File: src/rtl/spq_pkg.sv
// ----------------------------------------------------------------------------
// spq_pkg: shared types for the sorted priority queue
// Operation and status codes, field widths and the per-cell control bundle.
// ----------------------------------------------------------------------------
`default_nettype none

package spq_pkg;

    localparam int unsigned DATA_W = 32;
    localparam int unsigned OCC_W  = 5;

    // operation requested by an input request
    typedef enum logic [1:0] {
        MODE_ENQ   = 2'd0,
        MODE_DEQ   = 2'd1,
        MODE_PEEK  = 2'd2,
        MODE_CLEAR = 2'd3
    } mode_t;

    // result status
    typedef enum logic [1:0] {
        STATUS_OK    = 2'd0,
        STATUS_EMPTY = 2'd1,
        STATUS_FULL  = 2'd2
    } status_t;

    // control broadcast to every cell in the chain
    typedef struct packed {
        logic enq;   // insert the new entry at its sorted place
        logic deq;   // every cell takes its right neighbor's entry
    } cell_ctrl_t;

endpackage : spq_pkg

`default_nettype wire

File: src/rtl/spq_cell.sv
// ----------------------------------------------------------------------------
// spq_cell: one slot of the sorted chain
// Holds one entry, compares its priority against the incoming one and picks
// its next entry from itself, the new request or a neighbor.
// ----------------------------------------------------------------------------
`default_nettype none

module spq_cell (
    input  wire logic                                clk,
    input  wire spq_pkg::cell_ctrl_t                 ctrl,
    input  wire logic                                occupied,
    input  wire logic signed [spq_pkg::DATA_W-1:0]   new_value,
    input  wire logic signed [spq_pkg::DATA_W-1:0]   new_priority,
    input  wire logic                                ge_prev,
    input  wire logic signed [spq_pkg::DATA_W-1:0]   prev_value,
    input  wire logic signed [spq_pkg::DATA_W-1:0]   prev_priority,
    input  wire logic signed [spq_pkg::DATA_W-1:0]   next_value,
    input  wire logic signed [spq_pkg::DATA_W-1:0]   next_priority,
    output logic                                     ge,
    output logic signed [spq_pkg::DATA_W-1:0]        value,
    output logic signed [spq_pkg::DATA_W-1:0]        entry_priority
);

    logic signed [spq_pkg::DATA_W-1:0] value_reg;
    logic signed [spq_pkg::DATA_W-1:0] value_next;
    logic signed [spq_pkg::DATA_W-1:0] priority_reg;
    logic signed [spq_pkg::DATA_W-1:0] priority_next;

    // entry stays ahead of the new one when its priority is not lower
    assign ge = occupied && !(priority_reg < new_priority);

    // next entry selection
    always_comb
    begin
        value_next    = value_reg;
        priority_next = priority_reg;
        priority if (ctrl.enq)
        begin
            if (ge)
            begin
                value_next    = value_reg;
                priority_next = priority_reg;
            end
            else if (ge_prev)
            begin
                value_next    = new_value;
                priority_next = new_priority;
            end
            else
            begin
                value_next    = prev_value;
                priority_next = prev_priority;
            end
        end
        else if (ctrl.deq)
        begin
            value_next    = next_value;
            priority_next = next_priority;
        end
    end

    // entry storage, payload only
    always_ff @(posedge clk)
    begin
        value_reg    <= value_next;
        priority_reg <= priority_next;
    end

    assign value          = value_reg;
    assign entry_priority = priority_reg;

endmodule : spq_cell

`default_nettype wire

File: src/rtl/sorted_priority_queue_core.sv
// ----------------------------------------------------------------------------
// sorted_priority_queue_core: bounded max-priority queue
// A chain of DEPTH cells kept sorted by descending priority, ties in
// arrival order. Enqueue, dequeue, peek and clear each give one result.
// ----------------------------------------------------------------------------
// Usage:
//   s_axis carries one request per transfer: tuser holds the operation,
//   tdata the value and priority to enqueue (ignored by other operations).
//   m_axis returns one result per request: tuser holds the status, tdata
//   the removed or peeked value and the occupancy after the operation.
//   Every cell compares its priority with the incoming one in parallel and
//   shifts toward its neighbor in the same cycle, so a request is executed
//   in the cycle it is accepted and its result is registered; one request
//   is taken every cycle while results drain.
//   The result register is the only buffer: when the receiver stalls with
//   a result pending, s_axis_tready drops until that result is taken.
//   Reset empties the queue (occupancy 0) and clears the result valid;
//   the cell contents are not reset and are never read before written.
//   An enqueue into a full queue is refused with status full; dequeue or
//   peek on an empty queue returns status empty and a zero value.
// ----------------------------------------------------------------------------
`default_nettype none

module sorted_priority_queue_core #(
    parameter int unsigned DEPTH = 16
) (
    input  wire logic         clk,
    input  wire logic         rst_n,
    // request channel
    input  wire logic         s_axis_tvalid,
    output logic              s_axis_tready,
    input  wire logic [63:0]  s_axis_tdata,   // item_value[31:0], item_priority[63:32]
    input  wire logic [1:0]   s_axis_tuser,   // mode[1:0]
    // result channel
    output logic              m_axis_tvalid,
    input  wire logic         m_axis_tready,
    output logic [39:0]       m_axis_tdata,   // head_value[31:0], occupancy[36:32], zero[39:37]
    output logic [1:0]        m_axis_tuser    // status[1:0]
);

    localparam int unsigned CNT_W = $clog2(DEPTH + 1);
    localparam int unsigned DW    = spq_pkg::DATA_W;

    spq_pkg::mode_t       mode;
    spq_pkg::cell_ctrl_t  ctrl;
    logic                 accept;
    logic                 full;
    logic                 empty;

    logic [CNT_W-1:0]     count_reg;
    logic [CNT_W-1:0]     count_next;

    logic                 out_valid_reg;
    logic                 out_valid_next;
    logic [DW-1:0]        out_value_reg;
    logic [DW-1:0]        out_value_next;
    spq_pkg::status_t     out_status_reg;
    spq_pkg::status_t     out_status_next;
    logic [spq_pkg::OCC_W-1:0] out_occ_reg;
    logic [spq_pkg::OCC_W-1:0] out_occ_next;
    logic [CNT_W+spq_pkg::OCC_W-1:0] count_ext;

    logic signed [DW-1:0] new_value;
    logic signed [DW-1:0] new_priority;
    logic signed [DW-1:0] cell_value    [DEPTH];
    logic signed [DW-1:0] cell_priority [DEPTH];
    logic                 cell_ge       [DEPTH];

    assign mode         = spq_pkg::mode_t'(s_axis_tuser);
    assign new_value    = $signed(s_axis_tdata[DW-1:0]);
    assign new_priority = $signed(s_axis_tdata[2*DW-1:DW]);

    // handshake: the result register frees up when its result is taken
    assign s_axis_tready = !out_valid_reg || m_axis_tready;
    assign accept        = s_axis_tvalid && s_axis_tready;

    assign full  = (count_reg == CNT_W'(DEPTH));
    assign empty = (count_reg == '0);

    // cell control for this cycle
    always_comb
    begin
        ctrl.enq = accept && (mode == spq_pkg::MODE_ENQ) && !full;
        ctrl.deq = accept && (mode == spq_pkg::MODE_DEQ) && !empty;
    end

    // cell chain
    for (genvar i = 0; i < DEPTH; i++)
    begin : g_cell
        logic                 occ;
        logic                 ge_left;
        logic signed [DW-1:0] left_value;
        logic signed [DW-1:0] left_priority;
        logic signed [DW-1:0] right_value;
        logic signed [DW-1:0] right_priority;

        assign occ = (count_reg > CNT_W'(i));

        if (i == 0)
        begin : g_first
            assign ge_left       = 1'b1;
            assign left_value    = new_value;
            assign left_priority = new_priority;
        end
        else
        begin : g_mid
            assign ge_left       = cell_ge[i-1];
            assign left_value    = cell_value[i-1];
            assign left_priority = cell_priority[i-1];
        end

        if (i == DEPTH - 1)
        begin : g_last
            assign right_value    = '0;
            assign right_priority = '0;
        end
        else
        begin : g_inner
            assign right_value    = cell_value[i+1];
            assign right_priority = cell_priority[i+1];
        end

        spq_cell u_cell (
            .clk            (clk),
            .ctrl           (ctrl),
            .occupied       (occ),
            .new_value      (new_value),
            .new_priority   (new_priority),
            .ge_prev        (ge_left),
            .prev_value     (left_value),
            .prev_priority  (left_priority),
            .next_value     (right_value),
            .next_priority  (right_priority),
            .ge             (cell_ge[i]),
            .value          (cell_value[i]),
            .entry_priority (cell_priority[i])
        );
    end

    // occupancy update and result formation
    always_comb
    begin
        count_next      = count_reg;
        out_value_next  = '0;
        out_status_next = spq_pkg::STATUS_OK;
        if (accept)
        begin
            unique case (mode)
                spq_pkg::MODE_ENQ:
                begin
                    if (full)
                        out_status_next = spq_pkg::STATUS_FULL;
                    else
                        count_next = count_reg + CNT_W'(1);
                end
                spq_pkg::MODE_DEQ:
                begin
                    if (empty)
                        out_status_next = spq_pkg::STATUS_EMPTY;
                    else
                    begin
                        out_value_next = cell_value[0];
                        count_next     = count_reg - CNT_W'(1);
                    end
                end
                spq_pkg::MODE_PEEK:
                begin
                    if (empty)
                        out_status_next = spq_pkg::STATUS_EMPTY;
                    else
                        out_value_next = cell_value[0];
                end
                spq_pkg::MODE_CLEAR:
                begin
                    count_next = '0;
                end
                default:
                begin
                    count_next = count_reg;
                end
            endcase
        end
    end

    assign count_ext    = {{spq_pkg::OCC_W{1'b0}}, count_next};
    assign out_occ_next = count_ext[spq_pkg::OCC_W-1:0];

    // result valid tracking
    always_comb
    begin
        out_valid_next = out_valid_reg;
        if (accept)
            out_valid_next = 1'b1;
        else if (m_axis_tready)
            out_valid_next = 1'b0;
    end

    // control state
    always_ff @(posedge clk or negedge rst_n)
    begin
        if (!rst_n)
        begin
            count_reg     <= '0;
            out_valid_reg <= 1'b0;
        end
        else
        begin
            count_reg     <= count_next;
            out_valid_reg <= out_valid_next;
        end
    end

    // result payload
    always_ff @(posedge clk)
    begin
        if (accept)
        begin
            out_value_reg  <= out_value_next;
            out_status_reg <= out_status_next;
            out_occ_reg    <= out_occ_next;
        end
    end

    assign m_axis_tvalid = out_valid_reg;
    assign m_axis_tdata  = {3'b000, out_occ_reg, out_value_reg};
    assign m_axis_tuser  = out_status_reg;

endmodule : sorted_priority_queue_core

`default_nettype wire

File: config.mk
export PLATFORM = sky130hd
export DESIGN_NAME = sorted_priority_queue_core
export DESIGN_NICKNAME = d
export VERILOG_FILES = /design/src/rtl/spq_pkg.sv /design/src/rtl/spq_cell.sv /design/src/rtl/sorted_priority_queue_core.sv
export SDC_FILE = /design/constraint.sdc
export NUM_CORES = 2
export LEC_CHECK = 0
export ABC_AREA = 1
export BUFFER_PORTS_ARGS = -buffer_cell sky130_fd_sc_hd__buf_4
export CAP_MARGIN = 20
export CORE_MARGIN = 2
export CORE_UTILIZATION = 64
export CTS_CLUSTER_DIAMETER = 60
export DETAILED_ROUTE_END_ITERATION = 10
export PLACE_DENSITY = 0.81
export SYNTH_ARGS = -nofsm -noshare
export SYNTH_HDL_FRONTEND = slang
export SYNTH_HIERARCHICAL = 1
export SYNTH_SLANG_ARGS = --single-unit
File: constraint.sdc
create_clock -name clk -period 6.2 [get_ports clk]
set_input_delay 1.24 -clock clk [delete_from_list [all_inputs] [get_ports clk]]
set_output_delay 1.24 -clock clk [all_outputs]
set_load 0.005 [all_outputs]
[Word level (Yosys, flattened, before mapping)]
Cells that the tools add are included.
Operators by class
  muxes and demuxes: 134
  reductions and logical operators: 63
  order comparisons: 32
  bitwise gates (word level): 1
  add/subtract/negate cells: 2
  equality and inequality tests: 20
Operators with widths (number)
  $mux W32: 125
  $lt A32 B32 Y1: 16
  $gt A5 B4 Y1 const B: 8
  $ne A2 B2 Y1 const B: 16
  $reduce_and A2 Y1: 16
  $logic_and A1 B1 Y1: 21
  $gt A5 B3 Y1 const B: 4
  $logic_not A1 Y1: 19
  $mux W5: 3
  $pmux W5 S3: 1
  $gt A5 B1 Y1 const B: 2
  $gt A5 B2 Y1 const B: 2
  $add A5 B1 Y5 const B: 1
  $eq A5 B5 Y1 const B: 1
  $logic_not A5 Y1: 1
  $sub A5 B1 Y5 const B: 1
  $eq A2 B2 Y1 const B: 2
  $pmux W2 S2: 1
  $reduce_bool A2 Y1: 2
  $reduce_or A2 Y1: 2
  $mux W1: 3
  $eq A2 B1 Y1 const B: 1
  $logic_not A2 Y1: 1
  $mux W2: 1
  2 further kinds: 2
Storage, ports and cells
  output and inout port bits: 44
  input port bits: 70
  word-level logic and storage cells: 289
  register bits after elaboration: 1069

[Depth between registers and ports, before layout]
  depth after elaboration: 7
  mapped depth: 20

[Hierarchy]
Netlist, hierarchy kept.
Modules (own cells, without submodules)
  spq_cell at g_cell[0].u_cell ...: area an instance 4037.6 µm², sequential area each 1921.8 µm², instances 12, cells an instance 491
  spq_cell at g_cell[7].u_cell ...: area an instance 4025.1 µm², sequential area each 1921.8 µm², instances 3, cells an instance 489
  spq_cell at g_cell[12].u_cell: area an instance 4025.1 µm², sequential area each 1921.8 µm², instances 1, cells an instance 487
  sorted_priority_queue_core: area an instance 2270.9 µm², sequential area each 1321.3 µm², instances 1, cells an instance 241

[Least setup slack after synthesis]
Ideal clock, no wire load.
  kind: input -> register
  start point: in s_axis_tuser[0]
  end point: reg g_cell[7].u_cell.priority_reg (netlist bit g_cell[7].u_cell/entry_priority[0]), enable pin
  path buffers: 2
  setup slack: 0.940 ns
  required time: 5.512 ns
  setup time: 0.688 ns
  stages: 9
  arrival time: 4.572 ns
  path through: inv_1 -> ha_1 -> nand2_1 -> nor2_1 -> inv_1 -> buf_2 -> clkbuf_1 -> nand2_1 -> nand2_1
RTL lines
  start, declared: RTL line sorted_priority_queue_core.sv:33  | input wire logic [1:0] s_axis_tuser,
  end signal, assigned: RTL line spq_cell.sv:66  | priority_reg <= priority_next;
  end, declared: RTL line spq_cell.sv:26  | logic signed [spq_pkg::DATA_W-1:0] priority_reg;

==> metrics.yaml <==
worstSetupPathType: "register to register"
p_comb_frac: 0.226
yosysWarnings: 6
pwr-share-clk: 0.336
cts_resized: 0
slew_viol_final: 0
layout-drive-gt1-share: 0.0672
syn-cell-area_um2: 66800
hold_buffers: 0
crit_top_cell: "nand2_1"
timing.final.crit_share: 0.710
drtPass1Iterations: 9
cp_top_family: "buffers and inverters"
antenna_found_initial: 1
cts_setup_buffers: 0
relSlewSlack: 0.233
cp-end-kind: "register"
fp-row-count: 118
peakVddDrop_mv: 0.221
leakagePower_uw: 0.0311
dpl.cell_count: 9283
clock.fmax_mhz: 227
worstReg2RegEnd: "g_cell[10].u_cell/entry_priority[2]$_DFFE_PP_"
grt_max_degree: 121
diodes: 0
layout.nets: 8608
hold_violations: 0
cts.sinks: 1069
grt_pass1_wl_mm: 305
seq_power_share: 0.438
worst_slew_pin_slew_ps: 1150
cp_num_buf_inv: 4
design_area_um2: 72400
core_um2: 103000
syn_avg_cell_area_um2: 8.26
max_stage_delay_ps: 680
cts_buffer_depth: 3
p_switching_uw: 6920
drtIter0Drc: 7244
path_cells: "inv_1 > ha_1 > nand2_1 > inv_1 > nand2_1 > nand2_1 > nor2_4 > buf_4 > nand2_1 > nand2_2 > buf_4"
port_buffers: 110
status: "finished, final reports clean"
vias: 59500
cts_tree: "built"
dpl.hpwl_mm: 130
numCtsBuffers: 115
syn_inst: 8086
r2r_start: "count_reg[0]$_DFF_PN0_"
r2r_slack_ps: 1800
max_cap_viol_count: 0
rsz0062_at_grt: "no"
dieArea_um2: 107000
grt_use_total: 0.349
place_area_um2: 68400
drt.antenna.violating_nets: 0
power.density_nw_per_um2: 289
grt_pass1_vias: 60100
fin_crit_ps: 4400
intPower_uw: 14000
root_buffer: "clkbuf_16"
die_x_um: 327
die_h_um: 327
cp_max_fo: 72
wl_per_cell_um: 20.1
required_ps: 6540
routed_wl_mm: 191
clock_latency_ps: 740
arrival_ps: 4750
initial_utilization: 0.646
clkTransAtPathRegs_ps: 60
vias_per_cell: 6.26
post-route-drc-count: 0
syn_to_final_growth_pct: 8.32
start_kind: "register"
overflow: 0
slowest_stage: "nor2_4"
ios: 114
final.setup.tns_ps: 0
hp-class: "input port to asynchronous set/reset pin"
fin_cells: 9504
r2r_cells: 11
htree_levels: 3
switching_share: 0.331
setup_viol: 0
place.gp.congestion: 0.872
clock_skew_ps: 39.3
how the worst max path moves through the flow:
stage | depth (start not counted) | slack (ps) | endpoint | start
global route | 11 | 1620 | g_cell[11].u_cell/entry_priority[4]$_DFFE_PP_ | count_reg[0]$_DFF_PN0_
finish | 11 | 1800 | g_cell[10].u_cell/entry_priority[2]$_DFFE_PP_ | count_reg[0]$_DFF_PN0_
global placement | 9 | 1460 | g_cell[6].u_cell/value[13]$_DFFE_PP_ | s_axis_tuser[0]
detailed placement | 17 | 1380 | g_cell[10].u_cell/value[12]$_DFFE_PP_ | s_axis_tdata[37]
CTS | 11 | 1950 | g_cell[6].u_cell/value[29]$_DFFE_PP_ | count_reg[0]$_DFF_PN0_
floorplan | 9 | 940 | g_cell[7].u_cell/entry_priority[0]$_DFFE_PP_ | s_axis_tuser[0]
per-layer routing:
layer  vias to the layer above  wire, um  track usage
li1                      27200         -            -
met1                     28200     71600        0.431
met2                      3410     95700        0.614
met3                       726     14800       0.0395
met4                         2      8970        0.161
met5                         -        13            0
power groups by stage:
stage               Clock [uW]  Combinational, uW  Sequential [uW]
finish                    7010               4730             9150
global route              7320               5240             9200
CTS                       7050               4510             9150
detailed placement           0               4480             9290
global placement             0               4250             9290
floorplan                    0               3210             9120
final cells by class:
class,count,area (um^2)
sequential,1069,32100
multi-input combinational,5905,30300
tap,1380,1730
inverter,739,2770
clock buffer,141,3040
clock inverter,68,713
timing repair buffer,202,1780
fill,7943,31100
metrics by stage:
step                utilization  hold WS [ps]  setup slack, ps  power [uW]
CTS                       0.697           270             1950       20700
detailed placement        0.661           527             1380       13800
floorplan                     -           500              940       12300
finish                    0.699           306             1800       20900
global placement          0.660           514             1460       13500
global route              0.699           282             1620       21800
layout by cell type, fill, tap and decap left out, drive strengths merged, types with 28 or more instances in the layout:
cell type and count:
edfxtp 1063, clkbuf 141, a21oi 227, clkinv 48
inv 743, nor2 1228, nand2 1602, nor3 28
ha 506, conb 69, nand3 96, o21ai 2116
buf 202
No activity file was read; power rests on OpenSTA's default activity.
